===== src/rtl/core/polyac_pkg.sv =====
`default_nettype none
// ----------------------------------------------------------------------------
// polyac_pkg
// Shared constants and controller/datapath handshake types for the polygon
// area and clearance block.
// ----------------------------------------------------------------------------
package polyac_pkg;

    localparam int MAX_VERTICES_DEF = 16;
    localparam int COORD_WIDTH_DEF  = 16;

    localparam int AREA_W  = 35;
    localparam int CLR_W   = 17;
    localparam int CNT_W   = 5;
    localparam int D2_W    = 40;
    localparam int CNT_MAX = 31;

    localparam int SHORT_EDGE_LIMIT = 6;   // 0.0001 in Q16.16
    localparam int DIV_STEPS        = 16;
    localparam int SQRT_STEPS       = 20;
    localparam int STEP_W           = 5;

    // datapath commands issued by the sequencer
    typedef struct packed {
        logic load;
        logic first;
        logic sel_close;
        logic ops;
        logic mul;
        logic sum;
        logic dec;
        logic div_step;
        logic proj;
        logic rnd;
        logic sq;
        logic sqsum;
        logic min_upd;
        logic commit;
        logic sqrt_init;
        logic sqrt_step;
        logic out_load;
    } t_cmd;

    typedef struct packed {
        logic cnt_zero;
        logic cnt_full;
        logic cnt_ge3;
        logic last;
        logic need_div;
        logic res_free;
    } t_sts;

endpackage
`default_nettype wire


===== src/rtl/core/polyac_ctrl.sv =====
`default_nettype none
// ----------------------------------------------------------------------------
// polyac_ctrl
// Sequencer: per-vertex edge pass, polygon close, square root and result.
// ----------------------------------------------------------------------------
module polyac_ctrl import polyac_pkg::*; (
    input  wire logic i_clk,
    input  wire logic i_rst_n,
    input  wire logic i_vertex_valid,
    output logic      o_vertex_stall,
    input  wire t_sts i_sts,
    output t_cmd      o_cmd
);

    typedef enum logic [14:0] {
        S_IDLE = 15'b000000000000001,
        S_CHK  = 15'b000000000000010,
        S_OPS  = 15'b000000000000100,
        S_MUL  = 15'b000000000001000,
        S_SUM  = 15'b000000000010000,
        S_DEC  = 15'b000000000100000,
        S_DIV  = 15'b000000001000000,
        S_PROJ = 15'b000000010000000,
        S_RND  = 15'b000000100000000,
        S_SQ   = 15'b000001000000000,
        S_SQS  = 15'b000010000000000,
        S_MIN  = 15'b000100000000000,
        S_LAST = 15'b001000000000000,
        S_SQRT = 15'b010000000000000,
        S_OUT  = 15'b100000000000000
    } t_state;

    t_state            r_state, n_state;
    logic              r_close, n_close;
    logic [STEP_W-1:0] r_step, n_step;

    assign o_vertex_stall = r_state != S_IDLE;

    always_comb begin
        n_state = r_state;
        n_close = r_close;
        n_step  = r_step;
        o_cmd   = '0;
        o_cmd.sel_close = r_close;
        unique case (r_state)
            S_IDLE: begin
                if (i_vertex_valid) begin
                    o_cmd.load = 1'b1;
                    n_state    = S_CHK;
                end
            end
            S_CHK: begin
                n_close = 1'b0;
                if (i_sts.cnt_full) begin
                    n_state = S_LAST;
                end else if (i_sts.cnt_zero) begin
                    o_cmd.first = 1'b1;
                    n_state     = S_LAST;
                end else begin
                    n_state = S_OPS;
                end
            end
            S_OPS: begin
                o_cmd.ops = 1'b1;
                n_state   = S_MUL;
            end
            S_MUL: begin
                o_cmd.mul = 1'b1;
                n_state   = S_SUM;
            end
            S_SUM: begin
                o_cmd.sum = 1'b1;
                n_state   = S_DEC;
            end
            S_DEC: begin
                o_cmd.dec = 1'b1;
                n_step    = '0;
                n_state   = i_sts.need_div ? S_DIV : S_MIN;
            end
            S_DIV: begin
                o_cmd.div_step = 1'b1;
                n_step         = r_step + STEP_W'(1);
                if (r_step == STEP_W'(DIV_STEPS - 1)) begin
                    n_state = S_PROJ;
                end
            end
            S_PROJ: begin
                o_cmd.proj = 1'b1;
                n_state    = S_RND;
            end
            S_RND: begin
                o_cmd.rnd = 1'b1;
                n_state   = S_SQ;
            end
            S_SQ: begin
                o_cmd.sq = 1'b1;
                n_state  = S_SQS;
            end
            S_SQS: begin
                o_cmd.sqsum = 1'b1;
                n_state     = S_MIN;
            end
            S_MIN: begin
                o_cmd.min_upd = 1'b1;
                if (r_close) begin
                    // root setup reads the minimum, so it starts once r_min is registered
                    n_step  = '0;
                    n_state = S_SQRT;
                end else begin
                    o_cmd.commit = 1'b1;
                    n_state      = S_LAST;
                end
            end
            S_LAST: begin
                if (!i_sts.last) begin
                    n_state = S_IDLE;
                end else if (i_sts.cnt_ge3) begin
                    n_close = 1'b1;
                    n_state = S_OPS;
                end else begin
                    n_state = S_OUT;
                end
            end
            S_SQRT: begin
                if (r_step == '0) begin
                    o_cmd.sqrt_init = 1'b1;
                end else begin
                    o_cmd.sqrt_step = 1'b1;
                end
                n_step = r_step + STEP_W'(1);
                if (r_step == STEP_W'(SQRT_STEPS)) begin
                    n_state = S_OUT;
                end
            end
            S_OUT: begin
                if (i_sts.res_free) begin
                    o_cmd.out_load = 1'b1;
                    n_close        = 1'b0;
                    n_state        = S_IDLE;
                end
            end
            default: begin
                n_state = S_IDLE;
            end
        endcase
    end

    always_ff @(posedge i_clk) begin
        if (!i_rst_n) begin
            r_state <= S_IDLE;
            r_close <= 1'b0;
            r_step  <= '0;
        end else begin
            r_state <= n_state;
            r_close <= n_close;
            r_step  <= n_step;
        end
    end

endmodule
`default_nettype wire


===== config.mk =====
export PLATFORM = sky130hd
export DESIGN_NAME = polyac_ctrl
export DESIGN_NICKNAME = d
export VERILOG_FILES = /design/src/rtl/core/polyac_pkg.sv /design/src/rtl/core/polyac_ctrl.sv
export SDC_FILE = /design/constraint.sdc
export NUM_CORES = 1
export LEC_CHECK = 0
export BUFFER_PORTS_ARGS = -buffer_cell sky130_fd_sc_hd__buf_4
export CORE_UTILIZATION = 45
export CTS_CLUSTER_DIAMETER = 60
export CTS_CLUSTER_SIZE = 12
export DETAILED_ROUTE_END_ITERATION = 7
export GPL_TIMING_DRIVEN = 0
export MAX_ROUTING_LAYER = met4
export PLACE_DENSITY_LB_ADDON = 0.12
export RECOVER_POWER = 100
export SYNTH_ARGS = -nofsm -noshare
export SYNTH_HDL_FRONTEND = slang
export SYNTH_SLANG_ARGS = --single-unit

===== constraint.sdc =====
create_clock -name i_clk -period 2.12 [get_ports i_clk]
set_input_delay 0.106 -clock i_clk [delete_from_list [all_inputs] [get_ports i_clk]]
set_output_delay 0.106 -clock i_clk [all_outputs]
set_load 0.1 [all_outputs]

; ---- Word-level counts from Yosys, hierarchy flattened
; Cells that the tools add are included.
[totals]
reg_bits = 21
in_bits = 9
elab_cells = 74
[op_classes]
n_addsub = 1
eq_ne = 25
muxes = 38
reduce_logical = 7
[op_table]
columns = cell, count
row1 = 15-bit one-hot mux with 15 select lines, 1
row2 = 15-bit 2-to-1 mux, 7
row3 = 1-bit 2-to-1 mux, 22
row4 = "15-bit by 1-bit == test with 1-bit output, second input constant", 1
row5 = "15-bit by 10-bit == test with 1-bit output, second input constant", 1
row6 = "15-bit by 11-bit == test with 1-bit output, second input constant", 1
row7 = "15-bit by 12-bit == test with 1-bit output, second input constant", 1
row8 = "15-bit by 13-bit == test with 1-bit output, second input constant", 1
row9 = "15-bit by 14-bit == test with 1-bit output, second input constant", 1
row10 = "15-bit == test, second input constant", 1
row11 = "15-bit by 2-bit == test with 1-bit output, second input constant", 1
row12 = "15-bit by 3-bit == test with 1-bit output, second input constant", 1
row13 = "15-bit by 4-bit == test with 1-bit output, second input constant", 1
row14 = "15-bit by 5-bit == test with 1-bit output, second input constant", 1
row15 = "15-bit by 6-bit == test with 1-bit output, second input constant", 1
row16 = "15-bit by 7-bit == test with 1-bit output, second input constant", 1
row17 = "15-bit by 8-bit == test with 1-bit output, second input constant", 1
row18 = "15-bit by 9-bit == test with 1-bit output, second input constant", 1
row19 = "15-bit by 1-bit inequality test with 1-bit output, second input constant", 1
row20 = 5-bit one-hot mux with 3 select lines, 1
row21 = 14-bit 2-to-1 mux, 1
row22 = "2-bit inequality test, second input constant", 7
row23 = 13-bit 2-to-1 mux, 1
row24 = 12-bit 2-to-1 mux, 1
row25 = 11 further kinds, 14

; ---- Depth between registers and ports, before layout
[depth]
depth_word = 4
mapped_depth = 9

; ---- Worst setup path after synthesis
; No wires, ideal clock.
[synth_timing]
path_type = register to register
from = reg r_state[4]
to = reg r_state[4]
t_arrival_ns = 3.839
setup_slack_ns = -1.815
path_stages_with_launch = 7
path_buffers = 1
synth_period_minus_slack_ns = 3.935
cell_sequence = dfxtp_1 buf_6 nor4_2 nor3b_1 nand2_1 nor3b_1 nor4b_1
[synth_between]
elab_chain_cells = 3
[synth_lines]
columns = item, line_no
row1 = from (decl), polyac_ctrl.sv:33  ; t_state r_state, n_state;
row2 = from (signal assigned), polyac_ctrl.sv:154  ; r_state <= n_state;
row3 = "15-bit by 14-bit == test with 1-bit output, or another cell as far along", polyac_ctrl.sv:45  ; unique case (r_state)
row4 = 2-bit inequality test (no line), --
row5 = 4-bit AND reduction (no line), --
; Several ways; a longest one is shown, not always the timed one.
; A chain may end at the register's enable or synchronous reset.

; ---- Worst setup path after layout
[layout_timing]
from = reg r_state[4]
to = reg r_step[3]
[layout_between]
elab_chain_cells = 4
[layout_lines]
columns = item, line_no
row1 = 15-bit by 14-bit == test with 1-bit output / 15-bit by 7-bit == test with 1-bit output (equally long branches), polyac_ctrl.sv:45
row2 = 2-bit OR reduction (no line), --
row3 = 3-bit nonzero test (no line), --
row4 = 2-bit AND reduction (no line), --
row5 = to (signal assigned), polyac_ctrl.sv:156  ; r_step <= n_step;
row6 = to (decl), polyac_ctrl.sv:35  ; logic [STEP_W-1:0] r_step, n_step;
; Several ways; a longest one is shown, not always the timed one.

==> flow_metrics.env <==
export IMPL_violations="design-rule violations, negative setup slack"
export IMPL_outcome="complete, but fails checks"
export IMPL_cts_tree="yes"
export IMPL_multiInputGateArea_sq_um=1220
export IMPL_finalCritPeriodShare=1.05
export IMPL_p_total_mw=0.842
export IMPL_place_worst_setup_slack_ns=-0.250
export IMPL_core_sq_um=2830
export IMPL_grt_overflow_total=0
export IMPL_post_dp_hpwl_um=2840
export IMPL_cp_max_fo=5
export IMPL_area_growth_pct=66.5
export IMPL_worstSetupStartpointType="flop"
export IMPL_hold_buffers=0
export IMPL_placedCellCount=230
export IMPL_static_leakage_power_nw=0.838
export IMPL_cts_htree_levels=1
export IMPL_synth_warnings=0
export IMPL_dieArea_sq_um=3310
export IMPL_ff2ff_setup_slack_ns=-0.10
export IMPL_drive_gt1_frac=0.584
export IMPL_clk_path_buf_depth=2
export IMPL_grt_pass1_vias=1487
export IMPL_dpl_cell_area_sq_um=1830
export IMPL_clock_sinks=21
export IMPL_die_y_um=57.6
export IMPL_critPathKind="reg2reg"
export IMPL_slew_headroom=0.642
export IMPL_setup_slack_ns=-0.104
export IMPL_insertedDiodeCount=0
export IMPL_finClkSkew_ns=0.00746
export IMPL_hp_class="in2reg"
export IMPL_fmax_ghz=0.450
export IMPL_initial_core_util=0.491
export IMPL_vias=1567
export IMPL_layout_area_seq_sq_um=452
export IMPL_synth_seq_area_share=0.303
export IMPL_power_density_nw_per_um2=364
export IMPL_final_cell_mix="buf_4, nor2_1, dfxtp_2"
export IMPL_worstPathRequired_ns=2.37
export IMPL_maxSlewViolCount=0
export IMPL_design_area_sq_um=2310
export IMPL_antenna_found_initial=0
export IMPL_period_needed_ns=2.22
export IMPL_wl_per_cell_um=18.7
export IMPL_grt_usage=0.271
export IMPL_ios=27
export IMPL_rsz0062_at_grt="yes"
export IMPL_timing_rr_end="r_step[3]"
export IMPL_syn_num_nets=185
export IMPL_num_rows=19
export IMPL_cts_buffers=3
export IMPL_fin_cells=250
export IMPL_worstReg2RegStart="r_state[4]"
export IMPL_critPathLaunch="r_state[4]"
export IMPL_synthCells=173
export IMPL_synth_avg_cell_area_sq_um=8.03
export IMPL_numPortBuffers=26
export IMPL_insertion_delay_ns=0.31
export IMPL_clk_pin_slew_worst_paths_ns=0.13
export IMPL_irDropWorstVdd_mv=0.286
export IMPL_tightest_slew_ns=0.539
export IMPL_place_congestion=0.945
export IMPL_drc=1
export IMPL_grt_pass1_wl_um=6670
export IMPL_maxCapViolCount=0
export IMPL_ff2ff_path_depth=6
export IMPL_final_common_cell="buf_4"
export IMPL_nets=232
export IMPL_drtIter0Drc=93
export IMPL_root_buffer="clkbuf_4"
export IMPL_nFillCells=165
export IMPL_routed_via_density=6.27
export IMPL_yosysUniqueCellTypes=48
export IMPL_synth_area_leader_cell="dfxtp_1"
export IMPL_drtPass1Iterations=6
export IMPL_endpoint="r_step[3]"
export IMPL_finalSetupViolCount=7
export IMPL_end_kind="flop"
export IMPL_arrival_ns=2.48
export IMPL_synth_top_area_share=0.303
export IMPL_ys_ff_latch=21
export IMPL_grt_max_degree=13
export IMPL_drt_total_wl_um=4670
export IMPL_syn_area_sq_um=1390
export IMPL_finalHoldViolCount=0
export IMPL_postRouteAntennaNets=0
export IMPL_synth_area_leaders="dfxtp_1, nor4b_1, nor2_1, nor3b_1, a21oi_1"
export IMPL_die_width_um=57.6
-- sequential cells by signal, indices dropped and copies added (netlist names) --
name and count:
r_close 1, r_step 5, r_state 15
-- Yosys cell counts, drive strengths merged --
| library cell | instances |
|---|---|
| clkinv | 1 |
| xor2 | 2 |
| a2111oi | 1 |
| nor4 | 4 |
| a31oi | 1 |
| ha | 3 |
| nor2b | 3 |
| dfxtp | 21 |
| mux2i | 1 |
| nand3b | 2 |
| a22oi | 1 |
| a41o | 1 |
| nand4bb | 1 |
| and2 | 2 |
| o221ai | 1 |
| or4 | 3 |
| nand2 | 11 |
| nor4bb | 1 |
| nand4b | 1 |
| nand2b | 1 |
| a31o | 1 |
| o211ai | 1 |
| inv | 9 |
| xnor2 | 4 |
| clkbuf | 4 |
| and4 | 1 |
| nor2 | 20 |
| o21a | 1 |
| nor3 | 7 |
| and4b | 4 |
| buf | 6 |
| nor3b | 9 |
| o21bai | 1 |
| a21oi | 11 |
| or2 | 2 |
| nor4b | 9 |
| nand3 | 4 |
| nand4 | 3 |
| a211oi | 2 |
| o21ai | 4 |
| or3 | 6 |
| and3 | 2 |
-- where the power goes --
| part | switching, mW | internal (mW) | total, mW |
|---|---|---|---|
| Clock | 0.136 | 0.0705 | 0.206 |
| Sequential | 0.0132 | 0.395 | 0.408 |
| Combinational | 0.140 | 0.0870 | 0.227 |
-- final cells by class --
cell class	count	share of cell area
flip-flops and latches	21	0.195
multi-input cells	132	0.527
clock inverters	1	0.00216
well taps	31	0.0168
clock buffers	3	0.00974
inverters	10	0.0195
repair buffers	49	0.220
plain buffers	3	0.0103
-- worst max-delay path: stages (launching register included) --
cell	delay [ns]
dfxtp_4	0.39
or4_4	0.55
or3_4	0.42
a21oi_4	0.23
mux2i_4	0.11
or3_1	0.34
a21oi_2	0.12
-- through the flow --
stage	hold slack, ns	utilization	TNS (ns)
after detailed placement	0.347	0.648	-1.21
final	0.0116	0.817	-0.295
after floorplan	0.185	-	-1.64
after CTS	0.0173	0.756	-0.0709
after global placement	0.343	0.648	-0.934
after global routing	0.0110	0.817	-1.05
-- cell families after synthesis --
kind of cell | Yosys count | synth area share
and+or+nand+nor | 96 | 0.429
AOI/OAI and AO/OA | 26 | 0.120
DFF | 21 | 0.303
buffers and inverters | 20 | 0.0739
xor gates and xnor gates | 6 | 0.0378
adders and majority gates | 3 | 0.0270
muxes | 1 | 0.00991
-- timing repair --
| item | 4_1_cts | 5_1_grt |
|---|---|---|
| setup endpoints to repair | 27 | 24 |
| setup buffers | 16 | 7 |
| pin swaps | 21 | 9 |
| resized for setup | 56 | 27 |
| endpoints found under the hold margin | 0 | 0 |
-- per-layer routing --
metal | up-vias | global-route usage | part of all wire
met2 | 73 | 0.473 | 0.52
li1 | 727 | - | -
met1 | 757 | 0.328 | 0.39
met3 | 10 | 0.0272 | 0.071
met4 | 0 | 0.0836 | 0.017
met5 | - | - | 0
-- how the worst min path moves through the flow --
stage | start | to | slack (ns) | cells after the start
finish | i_rst_n | r_state[0] | 0.01 | 2
global route | i_rst_n | r_state[0] | 0.01 | 2
CTS | i_rst_n | r_state[0] | 0.02 | 2
detailed placement | i_rst_n | r_state[0] | 0.35 | 2
global placement | i_rst_n | r_state[0] | 0.34 | 2
floorplan | i_rst_n | r_state[0] | 0.18 | 1
(Power assumes the default switching activity.)
